[src/hw/rtl/edsb_pkg.sv]
package edsb_pkg;

  // Frame layout, in input words.
  localparam logic [6:0] S_FIRST    = 7'd32;
  localparam logic [6:0] S_LAST     = 7'd63;
  localparam logic [6:0] KEY_FIRST  = 7'd64;
  localparam logic [6:0] FRAME_LAST = 7'd96;

  // Script constants.
  localparam logic [7:0] SCRIPT_LEN_OFS = 8'd74;
  localparam logic [7:0] SIG_PUSH_OFS   = 8'd39;
  localparam logic [7:0] SEQ_LEN_OFS    = 8'd36;
  localparam logic [7:0] R_LEN_BASE     = 8'd32;
  localparam logic [7:0] DER_SEQ        = 8'h30;
  localparam logic [7:0] DER_INT        = 8'h02;
  localparam logic [7:0] S_LEN          = 8'h20;
  localparam logic [7:0] PAD_BYTE       = 8'h00;
  localparam logic [7:0] SIGHASH_ALL    = 8'h01;
  localparam logic [7:0] KEY_PUSH       = 8'h21;

  // Last word index inside each queue entry.
  localparam logic [5:0] HDR_LAST_NOPAD = 6'd6;
  localparam logic [5:0] SBLK_LAST      = 6'd33;
  localparam logic [5:0] KEY0_LAST      = 6'd2;
  localparam logic [5:0] SBLK_S_OFS     = 6'd2;

  // secp256k1 group order and floor(n/2), big-endian.
  localparam logic [255:0] ORDER_N =
    256'hFFFFFFFF_FFFFFFFF_FFFFFFFF_FFFFFFFE_BAAEDCE6_AF48A03B_BFD25E8C_D0364141;
  localparam logic [255:0] HALF_N =
    256'h7FFFFFFF_FFFFFFFF_FFFFFFFF_FFFFFFFF_5D576E73_57A4501D_DFE92F46_681B20A0;

  localparam int unsigned QUEUE_DEPTH = 4;

  typedef enum logic [1:0] {
    KIND_HDR,   // frame header, optional pad, first r word
    KIND_DATA,  // one plain word (r or key)
    KIND_SBLK,  // 0x02 0x20 and the 32 final s words
    KIND_KEY0   // sighash, key push and the first key word
  } kind_e;

  typedef struct packed {
    kind_e      kind;
    logic [7:0] data;
    logic       last;
    logic       neg;
  } entry_t;

  // Byte idx (0 = most significant) of the group order.
  function automatic logic [7:0] n_byte(input logic [4:0] idx);
    return ORDER_N[{~idx, 3'b000} +: 8];
  endfunction

  // Byte idx (0 = most significant) of half the group order.
  function automatic logic [7:0] half_byte(input logic [4:0] idx);
    return HALF_N[{~idx, 3'b000} +: 8];
  endfunction

endpackage

[src/hw/rtl/edsb_if.sv]
interface edsb_in_if;
  logic       valid;
  logic       ready;
  logic [7:0] in_byte;

  modport source (output valid, output in_byte, input ready);
  modport sink (input valid, input in_byte, output ready);
endinterface

interface edsb_out_if;
  logic       valid;
  logic       ready;
  logic [7:0] out_byte;
  logic       out_last;
  logic       s_negated;

  modport source (output valid, output out_byte, output out_last, output s_negated,
                  input ready);
  modport sink (input valid, input out_byte, input out_last, input s_negated,
                output ready);
endinterface

[src/hw/rtl/edsb_front.sv]
module edsb_front import edsb_pkg::*; (
  input  logic         clk_i,
  input  logic         rst_ni,
  edsb_in_if.sink      in_i,
  input  logic         q_full_i,
  output logic         q_push_o,
  output entry_t       q_entry_o,
  input  logic [4:0]   s_rd_idx_i,
  output logic [7:0]   s_rd_byte_o
);

  logic [6:0]  pos_q, pos_d, pos_eff;
  logic [7:0]  s_store_q [32];
  logic [31:0] gen_q, prop_q, borrow_q;
  logic        eq_q, gt_q, neg_q;

  logic        acc, in_s, s_first, s_done;
  logic [4:0]  s_idx;
  logic [7:0]  b, n_b, h_b;
  logic        eq_prev, gt_prev, eq_new, gt_new, g_now, p_now;
  logic [31:0] gen_full, prop_full, bsum;
  logic [32:0] sum, carries;

  assign in_i.ready = !q_full_i;
  assign acc        = in_i.valid && in_i.ready;
  assign b          = in_i.in_byte;

  assign pos_eff = (pos_q > FRAME_LAST) ? '0 : pos_q;
  assign pos_d   = (pos_eff == FRAME_LAST) ? '0 : pos_eff + 7'd1;

  assign in_s    = (pos_eff >= S_FIRST) && (pos_eff <= S_LAST);
  assign s_idx   = pos_eff[4:0];
  assign s_first = in_s && (pos_eff == S_FIRST);
  assign s_done  = pos_eff == S_LAST;

  // Running compare against n/2, most significant word first.
  assign h_b     = half_byte(s_idx);
  assign eq_prev = s_first ? 1'b1 : eq_q;
  assign gt_prev = s_first ? 1'b0 : gt_q;
  assign gt_new  = gt_prev | (eq_prev & (b > h_b));
  assign eq_new  = eq_prev & (b == h_b);

  // Borrow generate / propagate per word for n - s; bit 0 is the last s word.
  assign n_b       = n_byte(s_idx);
  assign g_now     = b > n_b;
  assign p_now     = b == n_b;
  assign gen_full  = {gen_q[31:1], g_now};
  assign prop_full = {prop_q[31:1], p_now};
  assign bsum      = gen_full | prop_full;
  assign sum       = {1'b0, gen_full} + {1'b0, bsum};
  assign carries   = sum ^ {1'b0, gen_full} ^ {1'b0, bsum};

  always_ff @(posedge clk_i or negedge rst_ni) begin
    if (!rst_ni) begin
      pos_q <= '0;
      neg_q <= 1'b0;
    end else if (acc) begin
      pos_q <= pos_d;
      if (s_done) begin
        neg_q <= gt_new;
      end
    end
  end

  always_ff @(posedge clk_i) begin
    if (acc && in_s) begin
      s_store_q[s_idx] <= b;
      gen_q[~s_idx]    <= g_now;
      prop_q[~s_idx]   <= p_now;
      eq_q             <= eq_new;
      gt_q             <= gt_new;
      if (s_done) begin
        borrow_q <= carries[31:0];
      end
    end
  end

  // Classify the word into a queue entry.
  always_comb begin
    q_entry_o.kind = KIND_DATA;
    q_entry_o.data = b;
    q_entry_o.last = 1'b0;
    q_entry_o.neg  = 1'b0;
    q_push_o       = 1'b0;
    if (pos_eff == '0) begin
      q_entry_o.kind = KIND_HDR;
      q_push_o       = acc;
    end else if (pos_eff < S_FIRST) begin
      q_push_o = acc;
    end else if (s_done) begin
      q_entry_o.kind = KIND_SBLK;
      q_entry_o.neg  = gt_new;
      q_push_o       = acc;
    end else if (pos_eff >= KEY_FIRST) begin
      q_entry_o.kind = (pos_eff == KEY_FIRST) ? KIND_KEY0 : KIND_DATA;
      q_entry_o.last = pos_eff == FRAME_LAST;
      q_entry_o.neg  = neg_q;
      q_push_o       = acc;
    end
  end

  // Final s word for the back end: stored s or n - s with the precomputed borrow.
  always_comb begin
    if (neg_q) begin
      s_rd_byte_o = n_byte(s_rd_idx_i) - s_store_q[s_rd_idx_i]
                    - {7'b0, borrow_q[~s_rd_idx_i]};
    end else begin
      s_rd_byte_o = s_store_q[s_rd_idx_i];
    end
  end

endmodule

[src/hw/rtl/edsb_fifo.sv]
module edsb_fifo import edsb_pkg::*; #(
  parameter int unsigned Depth = QUEUE_DEPTH
) (
  input  logic   clk_i,
  input  logic   rst_ni,
  input  logic   push_i,
  input  entry_t entry_i,
  output logic   full_o,
  input  logic   pop_i,
  output entry_t entry_o,
  output logic   empty_o
);

  localparam int unsigned IdxW = (Depth > 1) ? $clog2(Depth) : 1;
  localparam int unsigned CntW = $clog2(Depth + 1);

  entry_t          mem_q [Depth];
  logic [IdxW-1:0] wr_ptr_q, rd_ptr_q;
  logic [CntW-1:0] cnt_q;

  assign full_o  = cnt_q == CntW'(Depth);
  assign empty_o = cnt_q == '0;
  assign entry_o = mem_q[rd_ptr_q];

  always_ff @(posedge clk_i or negedge rst_ni) begin
    if (!rst_ni) begin
      wr_ptr_q <= '0;
      rd_ptr_q <= '0;
      cnt_q    <= '0;
    end else begin
      if (push_i) begin
        wr_ptr_q <= (wr_ptr_q == IdxW'(Depth - 1)) ? '0 : wr_ptr_q + 1'b1;
      end
      if (pop_i) begin
        rd_ptr_q <= (rd_ptr_q == IdxW'(Depth - 1)) ? '0 : rd_ptr_q + 1'b1;
      end
      cnt_q <= cnt_q + CntW'(push_i) - CntW'(pop_i);
    end
  end

  always_ff @(posedge clk_i) begin
    if (push_i) begin
      mem_q[wr_ptr_q] <= entry_i;
    end
  end

endmodule

[src/hw/rtl/edsb_back.sv]
module edsb_back import edsb_pkg::*; (
  input  logic        clk_i,
  input  logic        rst_ni,
  input  entry_t      head_i,
  input  logic        q_empty_i,
  output logic        q_pop_o,
  output logic [4:0]  s_rd_idx_o,
  input  logic [7:0]  s_rd_byte_i,
  edsb_out_if.source  out_o
);

  logic [5:0] idx_q, last_idx, s_ofs;
  logic       out_valid_q, out_last_q, out_neg_q;
  logic [7:0] out_byte_q, word, len_r;
  logic       advance, load;

  assign len_r      = R_LEN_BASE + {7'b0, head_i.data[7]};
  assign s_ofs      = idx_q - SBLK_S_OFS;
  assign s_rd_idx_o = s_ofs[4:0];

  always_comb begin
    case (head_i.kind)
      KIND_HDR:  last_idx = HDR_LAST_NOPAD + {5'b0, head_i.data[7]};
      KIND_DATA: last_idx = '0;
      KIND_SBLK: last_idx = SBLK_LAST;
      KIND_KEY0: last_idx = KEY0_LAST;
      default:   last_idx = '0;
    endcase
  end

  // Pick the word for the current step of the head entry.
  always_comb begin
    word = head_i.data;
    case (head_i.kind)
      KIND_HDR: begin
        if (idx_q != last_idx) begin
          case (idx_q[2:0])
            3'd0:    word = SCRIPT_LEN_OFS + len_r;
            3'd1:    word = SIG_PUSH_OFS + len_r;
            3'd2:    word = DER_SEQ;
            3'd3:    word = SEQ_LEN_OFS + len_r;
            3'd4:    word = DER_INT;
            3'd5:    word = len_r;
            default: word = PAD_BYTE;
          endcase
        end
      end
      KIND_SBLK: begin
        if (idx_q == 6'd0) begin
          word = DER_INT;
        end else if (idx_q == 6'd1) begin
          word = S_LEN;
        end else begin
          word = s_rd_byte_i;
        end
      end
      KIND_KEY0: begin
        if (idx_q == 6'd0) begin
          word = SIGHASH_ALL;
        end else if (idx_q == 6'd1) begin
          word = KEY_PUSH;
        end
      end
      default: word = head_i.data;
    endcase
  end

  assign advance = !out_valid_q || out_o.ready;
  assign load    = advance && !q_empty_i;
  assign q_pop_o = load && (idx_q == last_idx);

  always_ff @(posedge clk_i or negedge rst_ni) begin
    if (!rst_ni) begin
      out_valid_q <= 1'b0;
      idx_q       <= '0;
    end else if (advance) begin
      out_valid_q <= !q_empty_i;
      if (load) begin
        idx_q <= (idx_q == last_idx) ? '0 : idx_q + 6'd1;
      end
    end
  end

  always_ff @(posedge clk_i) begin
    if (load) begin
      out_byte_q <= word;
      out_last_q <= head_i.last && (head_i.kind == KIND_DATA);
      out_neg_q  <= head_i.neg;
    end
  end

  assign out_o.valid     = out_valid_q;
  assign out_o.out_byte  = out_byte_q;
  assign out_o.out_last  = out_last_q;
  assign out_o.s_negated = out_neg_q;

endmodule

[src/hw/rtl/ecdsa_sig_der_script_builder_top.sv]
// Channel | Dir | Word                      | Handshake
// in_i    | in  | in_byte (r, s, key bytes) | valid/ready
// out_o   | out | out_byte, out_last,       | valid/ready
//         |     | s_negated                 |
//
// One input word is accepted per cycle while the entry queue has room; one
// script word leaves per cycle, while the receiver is ready and entries wait,
// through a registered output stage. A frame of 97 input words yields 107 or
// 108 output words. The s words make no entry, so the back end runs dry while
// they pass.
// Reset (rst_ni low, asynchronous) clears the frame position, queue and
// output valid; output stalls fill the queue and then drop in_i.ready.
module ecdsa_sig_der_script_builder_top import edsb_pkg::*; #(
  // Must stay well below the 65 words between the last s word of one frame
  // and the first of the next, so the s store is not overwritten while read.
  parameter int unsigned QueueDepth = QUEUE_DEPTH
) (
  input  logic       clk_i,
  input  logic       rst_ni,
  edsb_in_if.sink    in_i,
  edsb_out_if.source out_o
);

  entry_t     push_entry, head_entry;
  logic       q_push, q_pop, q_full, q_empty;
  logic [4:0] s_rd_idx;
  logic [7:0] s_rd_byte;

  // Front: track the frame position, fold s into the store, compare with n/2
  // and precompute the borrow chain for n - s; classify each word into an entry.
  edsb_front u_front (
    .clk_i       (clk_i),
    .rst_ni      (rst_ni),
    .in_i        (in_i),
    .q_full_i    (q_full),
    .q_push_o    (q_push),
    .q_entry_o   (push_entry),
    .s_rd_idx_i  (s_rd_idx),
    .s_rd_byte_o (s_rd_byte)
  );

  // Short queue decoupling the input from the expanding back end.
  edsb_fifo #(
    .Depth (QueueDepth)
  ) u_fifo (
    .clk_i   (clk_i),
    .rst_ni  (rst_ni),
    .push_i  (q_push),
    .entry_i (push_entry),
    .full_o  (q_full),
    .pop_i   (q_pop),
    .entry_o (head_entry),
    .empty_o (q_empty)
  );

  // Back: expand each entry into one or more script words.
  edsb_back u_back (
    .clk_i       (clk_i),
    .rst_ni      (rst_ni),
    .head_i      (head_entry),
    .q_empty_i   (q_empty),
    .q_pop_o     (q_pop),
    .s_rd_idx_o  (s_rd_idx),
    .s_rd_byte_i (s_rd_byte),
    .out_o       (out_o)
  );

endmodule

[src/flat_wrapper.sv]
// flat-port wrapper written by rule: the top's interface ports become plain ports
module ecdsa_sig_der_script_builder_top_flat import edsb_pkg::*;
#(
                                                                           
                                                                             
  parameter int unsigned QueueDepth = QUEUE_DEPTH
)
  (clk_i, rst_ni, in_i_valid, in_i_in_byte, in_i_ready, out_o_valid, out_o_out_byte, out_o_out_last, out_o_s_negated, out_o_ready);
  edsb_in_if in_i_i ();
  edsb_out_if out_o_i ();
  input  logic clk_i;
  input  logic rst_ni;
  input wire logic [$bits(in_i_i.valid)-1:0] in_i_valid;
  input wire logic [$bits(in_i_i.in_byte)-1:0] in_i_in_byte;
  output wire logic [$bits(in_i_i.ready)-1:0] in_i_ready;
  output wire logic [$bits(out_o_i.valid)-1:0] out_o_valid;
  output wire logic [$bits(out_o_i.out_byte)-1:0] out_o_out_byte;
  output wire logic [$bits(out_o_i.out_last)-1:0] out_o_out_last;
  output wire logic [$bits(out_o_i.s_negated)-1:0] out_o_s_negated;
  input wire logic [$bits(out_o_i.ready)-1:0] out_o_ready;
  assign in_i_i.valid = in_i_valid;
  assign in_i_i.in_byte = in_i_in_byte;
  assign in_i_ready = in_i_i.ready;
  assign out_o_valid = out_o_i.valid;
  assign out_o_out_byte = out_o_i.out_byte;
  assign out_o_out_last = out_o_i.out_last;
  assign out_o_s_negated = out_o_i.s_negated;
  assign out_o_i.ready = out_o_ready;
  ecdsa_sig_der_script_builder_top #(.QueueDepth(QueueDepth)) u_core (.clk_i(clk_i), .rst_ni(rst_ni), .in_i(in_i_i), .out_o(out_o_i));
endmodule
[config.mk]
export PLATFORM = sky130hd
export DESIGN_NAME = ecdsa_sig_der_script_builder_top_flat
export DESIGN_NICKNAME = d
export VERILOG_FILES = /design/src/hw/rtl/edsb_pkg.sv /design/src/hw/rtl/edsb_if.sv /design/src/hw/rtl/edsb_front.sv /design/src/hw/rtl/edsb_fifo.sv /design/src/hw/rtl/edsb_back.sv /design/src/hw/rtl/ecdsa_sig_der_script_builder_top.sv /design/src/flat_wrapper.sv
export SDC_FILE = /design/constraint.sdc
export NUM_CORES = 1
export LEC_CHECK = 0
export ABC_AREA = 1
export BUFFER_PORTS_ARGS = -buffer_cell sky130_fd_sc_hd__buf_2
export CAP_MARGIN = 20
export CORE_MARGIN = 1
export CORE_UTILIZATION = 50
export DETAILED_ROUTE_END_ITERATION = 8
export GPL_ROUTABILITY_DRIVEN = 0
export GPL_TIMING_DRIVEN = 0
export PLACE_DENSITY = 0.66
export SLEW_MARGIN = 20
export SYNTH_ARGS = -nofsm -noshare
export SYNTH_HDL_FRONTEND = slang
export SYNTH_SLANG_ARGS = --single-unit
[constraint.sdc]
create_clock -name clk_i -period 6.8 [get_ports clk_i]
set_input_delay 0.34 -clock clk_i [delete_from_list [all_inputs] [get_ports clk_i]]
set_output_delay 0.34 -clock clk_i [all_outputs]
set_load 0.005 [all_outputs]
# After elaboration in Yosys (flattened, before gate mapping)
# Memories as Yosys holds them, arrays and structs flattened.
# Index checks and enable logic that the tools add are counted.
[op_classes]
reduce_logical = 20
n_eq_ne = 20
shift = 3
magnitude_cmp = 10
bitwise = 8
add_sub_neg = 15
muxes = 40
[op_table]
columns = ["cell", "n"]
rows = [
  ["$shiftx A256 B9 Y8 const A", 3],
  ["$bwmux W32", 2],
  ["$xor A32 B32 Y32", 2],
  ["$mux W8", 6],
  ["$pmux W8 S6", 1],
  ["$add A32 B32 Y32", 1],
  ["$or A32 B32 Y32", 1],
  ["$pmux W6 S4", 1],
  ["$pmux W8 S3", 1],
  ["$mux W2", 10],
  ["$add A6 B8 Y8 const A", 2],
  ["$eq A8 B8 Y1", 2],
  ["$gt A8 B8 Y1", 2],
  ["$eq A7 B6 Y1 const B", 2],
  ["$eq A7 B7 Y1 const B", 2],
  ["$mux W1", 14],
  ["$mux W7", 2],
  ["$lt A5 B6 Y1 const B", 2],
  ["$not A5 Y5", 2],
  ["$eq A3 B3 Y1 const B", 3],
  ["$add A7 B8 Y8 const A", 1],
  ["$eq A2 B2 Y1 const B", 4],
  ["$logic_and A1 B1 Y1", 8],
  ["$sub A8 B1 Y8", 1],
  ["other kinds (33)", 41],
]
[word_totals]
input_bits = 12
mem_bits_rw = 304
ff_bits = 130
out_inout_bits = 12
memories = 2
word_cells = 133
[mem_list]
columns = ["memory", "words", "word_bits", "rd", "rd_clocked_by_memory_dff", "wr", "line", "source"]
rows = [
  ["u_core.u_front.s_store_q", 32, 8, 1, 0, 1, "edsb_front.sv:13", "logic [7:0] s_store_q [32];"],
  ["u_core.u_fifo.mem_q", 4, 12, 1, 0, 1, "edsb_fifo.sv:17", "entry_t mem_q [Depth];"],
]

# Depth between registers and ports, before layout
# Gate-level depths: netlist of the first run.
[depth]
word_depth = 11
ltp_mapped = 31
ltp_nobuf = 31

# Hierarchy
# From an unflattened synthesis of the first run, not the netlist that was laid out.
[hier_totals]
hier_cells = 2013
hier_area_um2 = 20537.2
[by_module_without_submodules]
columns = ["module", "area_per_inst_um2", "n_inst", "cells_each", "seq_area_each_um2"]
rows = [
  ["edsb_front", 16605.9, 1, 1578, 10680.2],
  ["edsb_fifo", 2474.9, 1, 238, 1616.6],
  ["edsb_back", 1456.4, 1, 197, 475.5],
]

# Worst setup path before layout of the first run
# No wires, ideal clock.
[synth_path]
path_type = "register to register"
start = "register u_core.u_front.pos_q[2]"
end = "register u_core.u_front.borrow_q[22], data pin"
stages_incl_launch_ff = 29
synth_period_minus_slack_ps = 5973
t_arrival_ps = 5721
slack_ps = 827
required_ps = 6548
setup_time_ps = 252
cell_sequence = "dfrtp_1 nor2_2 nand4_1 nand2_2 inv_4 nor2_1 inv_1 ha_1 o21ai_0 o32ai_1 ha_1 inv_1 nor4_1 inv_1 nand2_1 inv_1 ha_1 nor2_1 inv_1 a21oi_1 inv_1 nand2_1 nand2_1 nand2_1 nand2_1 a21oi_1 o21bai_1 nand2_1 nand2_1"
[synth_via]
elab_chain_len = 9
elab_cells_between_ends = 10
cone_classes = "add/sub: 1; order compare: 2; eq/ne: 1; shift: 1; mux: 1; bitwise: 4"
[synth_lines]
columns = ["item", "line", "source"]
rows = [
  ["start, declared", "edsb_front.sv:12", "logic [6:0] pos_q, pos_d, pos_eff;"],
  ["start signal, assigned", "edsb_front.sv:58", "pos_q <= pos_d;"],
  ["$gt A7 B7 Y1", "edsb_front.sv:28", "assign pos_eff = (pos_q > FRAME_LAST) ? '0 : pos_q;"],
  ["$mux W7 *", "edsb_front.sv:28", ""],
  ["$not A5 Y5 *", "edsb_pkg.sv:51", "return ORDER_N[{~idx, 3'b000} +: 8];"],
  ["$shiftx A256 B9 Y8 *", "edsb_pkg.sv:51", ""],
  ["$eq A8 B8 Y1 *", "edsb_front.sv:46", "assign p_now = b == n_b;"],
  ["via u_core.u_front.p_now", "edsb_front.sv:20", "logic eq_prev, gt_prev, eq_new, gt_new, g_now, p_now;"],
  ["$or A32 B32 Y32 *", "edsb_front.sv:49", "assign bsum = gen_full | prop_full;"],
  ["$add A32 B32 Y32 *", "edsb_front.sv:50", "assign sum = {1'b0, gen_full} + {1'b0, bsum};"],
  ["$xor A32 B32 Y32 * (2 in a row)", "edsb_front.sv:51", "assign carries = sum ^ {1'b0, gen_full} ^ {1'b0, bsum};"],
  ["via u_core.u_front.carries[22]", "edsb_front.sv:22", "logic [32:0] sum, carries;"],
  ["end signal, assigned", "edsb_front.sv:73", "borrow_q <= carries[31:0];"],
  ["end, declared", "edsb_front.sv:14", "logic [31:0] gen_q, prop_q, borrow_q;"],
]
# The timed path passes the listed nets; every way through them passes the cells marked *.
# A chain may end at the register's enable or synchronous reset.

# Final worst setup path of the first run
[layout_path]
start = "register u_core.u_back.idx_q[1]"
end = "register u_core.u_back.out_byte_q[6] (netlist: u_core.u_back.out_o.out_byte[6]), data pin"
[layout_via]
elab_chain_len = 9
elab_cells_between_ends = 25
cone_classes = "add/sub: 3; eq/ne: 7; shift: 1; mux: 10; bitwise: 1; reduce/logical: 2; memory: 1"
[layout_lines]
columns = ["item", "line", "source"]
rows = [
  ["start, declared", "edsb_back.sv:12", "logic [5:0] idx_q, last_idx, s_ofs;"],
  ["start signal, assigned", "edsb_back.sv:79", "idx_q <= (idx_q == last_idx) ? '0 : idx_q + 6'd1;"],
  ["$sub A5 B2 Y5", "edsb_back.sv:18", "assign s_ofs = idx_q - SBLK_S_OFS;"],
  ["$not A5 Y5", "edsb_pkg.sv:51, edsb_front.sv:106", ""],
  ["$shiftx A256 B9 Y8 / $bmux W1 S5 (equally long branches)", "edsb_pkg.sv:51, edsb_front.sv:106", ""],
  ["$sub A8 B8 Y8 / $mux W1 (equally long branches)", "edsb_front.sv:105, edsb_front.sv:106", ""],
  ["$sub A8 B1 Y8", "edsb_front.sv:106", "- {7'b0, borrow_q[~s_rd_idx_i]};"],
  ["$mux W8", "edsb_front.sv:104", "if (neg_q) begin"],
  ["$mux W8", "edsb_back.sv:51", "end else if (idx_q == 6'd1) begin"],
  ["$mux W8", "edsb_back.sv:49", "if (idx_q == 6'd0) begin"],
  ["$pmux W8 S3 *", "edsb_back.sv:34", "case (head_i.kind)"],
  ["via u_core.u_back.word[6]", "edsb_back.sv:14", "logic [7:0] out_byte_q, word, len_r;"],
  ["end signal, assigned", "edsb_back.sv:86", "out_byte_q <= word;"],
  ["end, declared", "edsb_back.sv:14", ""],
]
# The timed path passes the listed nets; every way through them passes the cells marked *. The select of a mux whose other input is x is not followed.

==> run summary, run 1 <==
====================================================================================
Worst vdd ir                                                                  285 uV
Clock Tree Buf Depth                                                               3
Dominant cells by area after synthesis                                  sky130_fd_sc_hd__edfxtp_1 (61%), sky130_fd_sc_hd__nand2_1 (8.1%), sky130_fd_sc_hd__nor2_1 (4.2%)
Die outline height                                                            202 um
Total die area                                                            40800 um^2
Proportion of total power due to net switching                                 42.8%
Area of the core                                                          39000 um^2
Quantity of I/O buffers inserted on ports                                         23
Warnings, synthesis                                                                0
Number of pins with negative max-slew slack in the final report                    0
Overall routed net length                                                    54.6 mm
Placed wire-length estimate                                                  37.1 mm
Share of post-route cells with drive strength above 1                          10.4%
Path class of the lowest-slack min-delay path                            in -> async
Async SR Flop Fraction                                                         5.13%
Synth Flop Type                                                         sky130_fd_sc_hd__edfxtp_1
Synthesized flop and latch total                                                 429
Horizontal die dimension                                                      202 um
Arrival time at the worst endpoint                                           6.73 ns
Launch instance of the worst register-to-register path                  u_core.u_back.idx_q[1]
Total power draw                                                             10.7 mW
Number of standard cells after synthesis                                        1902
Combinational cell fraction of total power                                     46.7%
Final count of hold timing violations                                              0
Worst clock skew                                                           0.0198 ns
Crit start category                                                        flip-flop
Share of power burned in the clock network                                     23.3%
Clock period minus final worst setup slack                                   6.40 ns
Internal cell power                                                          6.15 mW
Hold_ws                                                                     0.300 ns
Wire length of the first global-routing pass                                 83.6 mm
Stage delay of the slowest cell on the critical path                         0.63 ns
Critical R2R Capture                                                    u_core.u_back.out_o.out_byte[6]
Antenna diode count                                                                0
Relative slew slack                                                            20.0%
Number of clock sinks                                                            429
Status                                                                  finished, final reports clean
Achievable clock frequency                                                 0.156 GHz
Cell depth of the worst flop-to-flop path                                         25
Transition time at the pin with the least slew margin                        1.20 ns
Maximum fanout along the worst path                                               14
Leakage                                                                      8.58 nW
Layout overhead on the synthesized area                                        12.3%
Cell with the largest stage delay on the worst path                     sky130_fd_sc_hd__clkbuf_1
CTS tree                                                                        done
Bufs and invs on worst path                                                        7
CTS clk-pin slew, worst paths                                                0.06 ns
Post-route cell area                                                      22400 um^2
Cell accounting for the most synthesized area                           sky130_fd_sc_hd__edfxtp_1
Average via count per standard cell                                             5.74
Most common cell in the synthesized netlist                             sky130_fd_sc_hd__nand2_1
Mean Syn Cell Area                                                         10.5 um^2
Post-detailed-route DRC marker count                                               0
Initial Util                                                                   51.3%
Power density over cell area                                             478 nW/um^2
Crit path required time                                                      7.12 ns
Most Frequent Cell on Critical Path                                     sky130_fd_sc_hd__nand2_1
Cell area after placement                                                 20900 um^2
Final Cycle Share                                                              94.2%
Switching power summed over all nets                                         4.59 mW
Share of the core filled with cells in the final layout                        57.5%
Depth of the critical timing path with buffers and inverters included             25
Depth of the CTS H-tree                                                            2
Number of standard-cell rows in the floorplan                                     72
Unrepaired setup endpoints after global routing                                   no
Most frequent cells after synthesis                                     sky130_fd_sc_hd__nand2_1 (434), sky130_fd_sc_hd__edfxtp_1 (407), sky130_fd_sc_hd__nor2_1 (226)
Ports                                                                             24
Clk Latency, worst-skew pair                                                 0.58 ns
Number of nets still failing antenna checks after routing                          0
Buffer count from post-CTS setup fixing                                            0
Max-cap viol count                                                                 0
Via count                                                                      14.6k
Average wire length per cell after detail routing                            21.5 um
Post-synth EDFFs                                                                 407
Distinct cell type count of the synthesized netlist                               55
DRC violation total after the first TritonRoute iteration                       1824
Worst Setup End Kind                                                       flip-flop
Proportion of power drawn by flip-flops and latches                            30.0%
Setup violators final                                                              0
Maximum number of pins on one net before global-route repair                      39
Final net count                                                                 2058
Final global-route overflow total                                                  0
Part of the Yosys area used for sequential elements                            63.9%
CTS root buffer                                                         sky130_fd_sc_hd__clkbuf_16
Minimum setup slack among reg-to-reg paths                                   0.40 ns
Post-Synthesis Net Count                                                        1974
Worst setup slack after layout                                              0.397 ns
Worst slack after detailed placement                                        0.244 ns
Crit-path leading delay family                                          buffers and inverters
Top cell type's share of synthesized area                                      61.1%
Syn Std Cell Area                                                         20000 um^2
Initial antenna violation count                                                    1
Num CTS Buffers                                                                   46
Via count of the first global-routing pass                                     14.1k
All-Layer GR Usage                                                             27.4%
Number of iterations in the first detailed-routing pass                            5
Worst Setup Path Type                                                     reg -> reg
====================================================================================
## registers in the layout, indices dropped and copies added (netlist names), 2 cells and up
signal	cells
u_core.u_fifo.mem_q	48
u_core.u_fifo.cnt_q	3
u_core.u_front.borrow_q	31
u_core.u_fifo.wr_ptr_q	2
u_core.u_front.pos_q	7
u_core.u_front.s_store_q	256
u_core.u_back.out_o.out_byte	8
u_core.u_front.prop_q	30
u_core.u_fifo.rd_ptr_q	2
u_core.u_front.gen_q	30
u_core.u_back.idx_q	6
## metrics by stage
step           TNS, ns  cells
2_1_floorplan        0   1902
3_3_place_gp   -125.50   2443
3_5_place_dp         0   2451
4_1_cts              0   2534
5_1_grt              0   2537
6_report             0   2537
## worst max path at each step
| stage | startpoint | end | slack (ns) |
|---|---|---|---|
| after floorplan | u_core.u_front.pos_q[2] | u_core.u_front.borrow_q[22] | 0.83 |
| after global placement | u_core.u_front.pos_q[2] | u_core.u_front.borrow_q[30] | -2.82 |
| after detailed placement | u_core.u_back.idx_q[1] | u_core.u_back.out_o.out_byte[6] | 0.24 |
| after CTS | u_core.u_back.idx_q[1] | u_core.u_back.out_o.out_byte[6] | 0.23 |
| after global routing | u_core.u_back.idx_q[1] | u_core.u_back.out_o.out_byte[6] | 0.16 |
| final | u_core.u_back.idx_q[1] | u_core.u_back.out_o.out_byte[6] | 0.40 |
## layout by cell type (no fill, tap or decap), types with 10 or more instances in the layout
master / instances
sky130_fd_sc_hd__a21oi_1: 90
sky130_fd_sc_hd__buf_2: 59
sky130_fd_sc_hd__buf_4: 10
sky130_fd_sc_hd__clkbuf_1: 25
sky130_fd_sc_hd__clkbuf_16: 47
sky130_fd_sc_hd__clkinv_1: 10
sky130_fd_sc_hd__clkinv_2: 12
sky130_fd_sc_hd__dfrtp_1: 22
sky130_fd_sc_hd__edfxtp_1: 407
sky130_fd_sc_hd__ha_1: 57
sky130_fd_sc_hd__inv_1: 171
sky130_fd_sc_hd__inv_2: 13
sky130_fd_sc_hd__nand2_1: 434
sky130_fd_sc_hd__nand3_1: 84
sky130_fd_sc_hd__nand4_1: 18
sky130_fd_sc_hd__nor2_1: 199
sky130_fd_sc_hd__nor2_2: 32
sky130_fd_sc_hd__nor3_1: 13
sky130_fd_sc_hd__o211ai_1: 12
sky130_fd_sc_hd__o21ai_0: 129
sky130_fd_sc_hd__o21ai_1: 20
sky130_fd_sc_hd__o22ai_1: 18
## power by group through the flow
stage                     sequential, mW  combinational [mW]  clock (mW)
after floorplan                     3.25                3.28           0
after global placement              3.27                4.76           0
after detailed placement            3.27                4.88           0
after CTS                           3.22                4.91        2.53
after global routing                3.24                5.55        2.63
final                               3.22                5.01        2.51
## layer usage
metal	GRT usage, %	vias to the layer above	part of all wire (%)
li1	-	6749	-
met1	39.2	7031	42
met2	43.8	685	46
met3	4.34	99	9.6
met4	7.25	0	2.6
met5	0	-	0
## logic make-up after synthesis
logic type               after synthesis  share of synthesized area [%]
AND/OR/NAND/NOR                      812                           16.8
flip-flops                           429                           63.9
AO/OA/AOI/OAI                        332                           9.66
buffers and inverters                252                           5.05
adder cells (fa/ha/maj)               60                           3.87
XOR/XNOR                               9                          0.394
multiplexers                           8                          0.400
## what timing repair did
| action | CTS | global route |
|---|---|---|
| hold endpoints to repair | 23 | 0 |
| setup endpoints to repair | 0 | 1 |
| resized for setup | 0 | 2 |
| hold buffers | 2 | 0 |
## final cells by class
type / count / area (um^2)
buffer: 62 / 295
clock buffer: 56 / 1210
clock inverter: 25 / 275
fill: 3241 / 16600
inverter: 190 / 716
multi-input combinational: 1221 / 6290
sequential: 429 / 12800
tap: 518 / 648
timing repair buffer: 36 / 236
Power figures use the tool's default switching activity.
==> run 2: changes to the inputs <==
CORE_MARGIN = 2   (was 1)
SYNTH_HIERARCHICAL = 1   (was default)
==> run 2 against run 1 <==
  * Wire length grew 3.6%
  * Via count grew 3.1%
  * Largest cell class unchanged
  * Critical path depth grew 2
  * Critical endpoint is now u_core/u_front/borrow_q[20]
==> run summary, run 2 <==
====================================================================================
Status                                                                  finished, final reports clean
Cell depth of the worst flop-to-flop path                                         27
Most common cell in the synthesized netlist                             sky130_fd_sc_hd__nand2_1
Max-cap viol count                                                                 0
Share of post-route cells with drive strength above 1                          10.3%
Post-synth EDFFs                                                                 407
Arrival time at the worst endpoint                                           6.23 ns
Final Cycle Share                                                              86.7%
Overall routed net length                                                    56.5 mm
DRC violation total after the first TritonRoute iteration                       1649
Achievable clock frequency                                                 0.170 GHz
Post-Synthesis Net Count                                                        2089
Critical R2R Capture                                                    u_core/u_front/borrow_q[20]
Clk Latency, worst-skew pair                                                 0.58 ns
Maximum number of pins on one net before global-route repair                      36
Worst clock skew                                                           0.0239 ns
Worst Setup Path Type                                                     reg -> reg
Total die area                                                            42700 um^2
Top cell type's share of synthesized area                                      59.5%
Setup violators final                                                              0
Syn Std Cell Area                                                         20500 um^2
Leading registers by flop count                                         u_core/u_front/s_store_q x256, u_core/u_fifo/mem_q x48, u_core/u_front/borrow_q x31
Final global-route overflow total                                                  0
Unrepaired setup endpoints after global routing                                   no
Highest-count cells in the layout ignoring fill and taps                sky130_fd_sc_hd__nand2_1 (519), sky130_fd_sc_hd__edfxtp_1 (407), sky130_fd_sc_hd__inv_1 (226)
Average via count per standard cell                                             5.65
Number of instances resized during post-cts repair                                 0
Post-detailed-route DRC marker count                                               0
Part of the Yosys area used for sequential elements                            62.2%
CTS clk-pin slew, worst paths                                                0.06 ns
Depth of the critical timing path with buffers and inverters included             27
Antenna diode count                                                                0
Leakage                                                                      9.07 nW
Launch instance of the worst register-to-register path                  u_core/u_front/pos_q[4]
Launch point of the critical path                                       u_core/u_front/pos_q[4]
Number of standard-cell rows in the floorplan                                     74
Stage delay of the slowest cell on the critical path                         0.48 ns
CTS root buffer                                                         sky130_fd_sc_hd__clkbuf_16
Most frequent cells after synthesis                                     sky130_fd_sc_hd__nand2_1 (519), sky130_fd_sc_hd__edfxtp_1 (407), sky130_fd_sc_hd__inv_1 (226)
Depth of the CTS H-tree                                                            2
All-Layer GR Usage                                                             26.9%
Cell accounting for the most synthesized area                           sky130_fd_sc_hd__edfxtp_1
Maximum fanout along the worst path                                               31
Final count of hold timing violations                                              0
Commonest non-fill, non-tap cell in the layout                          sky130_fd_sc_hd__nand2_1
Number of clock sinks                                                            429
Via count                                                                      15.0k
Cell with the largest stage delay on the worst path                     sky130_fd_sc_hd__dfrtp_1
Most Frequent Cell on Critical Path                                     sky130_fd_sc_hd__nand2_1
Placed wire-length estimate                                                  38.0 mm
Area of the core                                                          40600 um^2
Share of the core filled with cells in the final layout                        56.5%
Mean Syn Cell Area                                                         10.2 um^2
Number of pins with negative max-slew slack in the final report                    0
Crit start category                                                        flip-flop
Hold_ws                                                                     0.313 ns
Cell area after placement                                                 21500 um^2
Worst Setup End Kind                                                       flip-flop
Total power draw                                                             11.6 mW
Die outline height                                                            207 um
Proportion of power drawn by flip-flops and latches                            28.0%
Share of power burned in the clock network                                     20.9%
Power density over cell area                                             504 nW/um^2
Flip-flop count of the largest register, all copies and words added              256
Internal cell power                                                          6.43 mW
Initial antenna violation count                                                    0
Number of nets still failing antenna checks after routing                          0
Crit path required time                                                      7.14 ns
Initial Util                                                                   50.5%
Proportion of total power due to net switching                                 44.4%
Layout overhead on the synthesized area                                        11.9%
Combinational cell fraction of total power                                     51.2%
Post-route cell area                                                      23000 um^2
Switching power summed over all nets                                         5.15 mW
Largest register by flop count                                          u_core/u_front/s_store_q
Ports                                                                             24
Warnings, synthesis                                                                6
Synth Flop Type                                                         sky130_fd_sc_hd__edfxtp_1
CTS tree                                                                        done
Path class of the lowest-slack min-delay path                              in -> reg
Worst setup slack after layout                                              0.903 ns
Final std cells w/o fill                                                        2658
Worst vdd ir                                                                  447 uV
Distinct cell type count of the synthesized netlist                               54
Bufs and invs on worst path                                                        5
Number of standard cells after synthesis                                        2013
Wire length of the first global-routing pass                                 84.6 mm
Horizontal die dimension                                                      207 um
Number of iterations in the first detailed-routing pass                            7
Crit-path leading delay family                                          simple AND/OR/NAND/NOR gates
Async SR Flop Fraction                                                         5.13%
Capture point of the critical path                                      u_core/u_front/borrow_q[20]
Transition time at the pin with the least slew margin                        1.11 ns
Clock Tree Buf Depth                                                               3
Relative slew slack                                                            25.8%
Final sum of negative setup slack                                               0 ns
Worst slack after detailed placement                                        0.944 ns
Minimum setup slack among reg-to-reg paths                                   0.90 ns
Num CTS Buffers                                                                   45
Synthesized flop and latch total                                                 429
Average wire length per cell after detail routing                            21.3 um
Quantity of I/O buffers inserted on ports                                         23
Dominant cells by area after synthesis                                  sky130_fd_sc_hd__edfxtp_1 (60%), sky130_fd_sc_hd__nand2_1 (9.5%), sky130_fd_sc_hd__inv_1 (4.1%)
Via count of the first global-routing pass                                     14.3k
Clock period minus final worst setup slack                                   5.90 ns
# placed instances                                                              2576
Final net count                                                                 2169
====================================================================================
run 2: cell count changes after synthesis, sizes merged, moves of 6 or more:
cell     delta
nand2      +94
nand3      +64
nor2       -57
inv        +48
o21ai      -41
nand4      +24
a21oi      +14
o221ai      +9
mux2i       -8
a221oi      -7
a22o        -7
o2111ai     -7
o22ai       -6
or2         -6
run 2: worst min-delay path by stage:
stage                     depth (start not counted)  slack, ns                               to            start
after floorplan                                   0       0.04           u_core/u_back/idx_q[0]           rst_ni
after global placement                            1       0.40           u_core/u_back/idx_q[4]           rst_ni
after detailed placement                          1       0.40           u_core/u_back/idx_q[5]           rst_ni
after CTS                                         4       0.29          u_core/u_front/pos_q[5]       in_i_valid
after global routing                              1       0.37  u_core/u_front/s_store_q[12][7]  in_i_in_byte[7]
final                                             4       0.31          u_core/u_front/pos_q[5]       in_i_valid
run 2: logic make-up after synthesis:
group                      count (synthesis)  synth area share (%)
and+or+nand+nor                          932                  19.7
DFF                                      429                  62.2
buffers and inverters                    307                  6.25
AOI/OAI and AO/OA                        273                  7.48
adders and majority gates                 64                  4.01
xor gates and xnor gates                   8                 0.341
run 2: worst reg2reg max path, stage by stage (launching register included):
cell	delay [ns]
sky130_fd_sc_hd__dfrtp_1	0.48
sky130_fd_sc_hd__nor2_1	0.30
sky130_fd_sc_hd__nand2_2	0.12
sky130_fd_sc_hd__nand2_4	0.12
sky130_fd_sc_hd__inv_4	0.07
sky130_fd_sc_hd__nor2_1	0.38
sky130_fd_sc_hd__ha_1	0.37
sky130_fd_sc_hd__inv_1	0.11
sky130_fd_sc_hd__nor2_4	0.20
sky130_fd_sc_hd__inv_1	0.08
sky130_fd_sc_hd__nand3_1	0.08
sky130_fd_sc_hd__o21ai_0	0.14
sky130_fd_sc_hd__ha_1	0.31
sky130_fd_sc_hd__nand2_1	0.05
sky130_fd_sc_hd__nor2_1	0.13
sky130_fd_sc_hd__nand4_1	0.32
sky130_fd_sc_hd__nand2_1	0.19
sky130_fd_sc_hd__inv_1	0.43
sky130_fd_sc_hd__ha_1	0.42
sky130_fd_sc_hd__nor2_1	0.08
sky130_fd_sc_hd__inv_1	0.06
sky130_fd_sc_hd__nand3_1	0.06
sky130_fd_sc_hd__nand2_1	0.08
sky130_fd_sc_hd__nand2_1	0.06
sky130_fd_sc_hd__nand2_1	0.12
sky130_fd_sc_hd__a21boi_0	0.39
sky130_fd_sc_hd__o21ai_0	0.29
sky130_fd_sc_hd__a21o_1	0.23
run 2: layout make-up:
class | instances | area (um^2)
Inverter | 238 | 906
Clock inverter | 18 | 194
Fill cell | 3361 | 17700
Clock buffer | 62 | 1240
Timing Repair Buffer | 33 | 249
Multi-Input combinational cell | 1277 | 6570
Buffer | 69 | 378
Tap cell | 532 | 666
Sequential cell | 429 | 12800
run 2: power groups by stage:
stage               combinational, mW  sequential (mW)  clock (mW)
finish                           5.93             3.24        2.42
global route                     6.60             3.25        2.56
CTS                              5.81             3.24        2.46
detailed placement               5.77             3.29           0
global placement                 5.66             3.28           0
floorplan                        4.07             3.27           0
run 2: timing repair:
| item | 4_1_cts | 5_1_grt |
|---|---|---|
| hold buffers | 2 | 0 |
| buffers inserted | 0 | 0 |
| hold endpoints to repair | 23 | 0 |
run 2: layer usage:
layer	vias up	wire, um	global-route usage, %
li1	7011	-	-
met1	7170	22500	35.5
met2	704	26500	43.5
met3	137	4980	4.73
met4	0	2610	13.0
met5	-	0	0
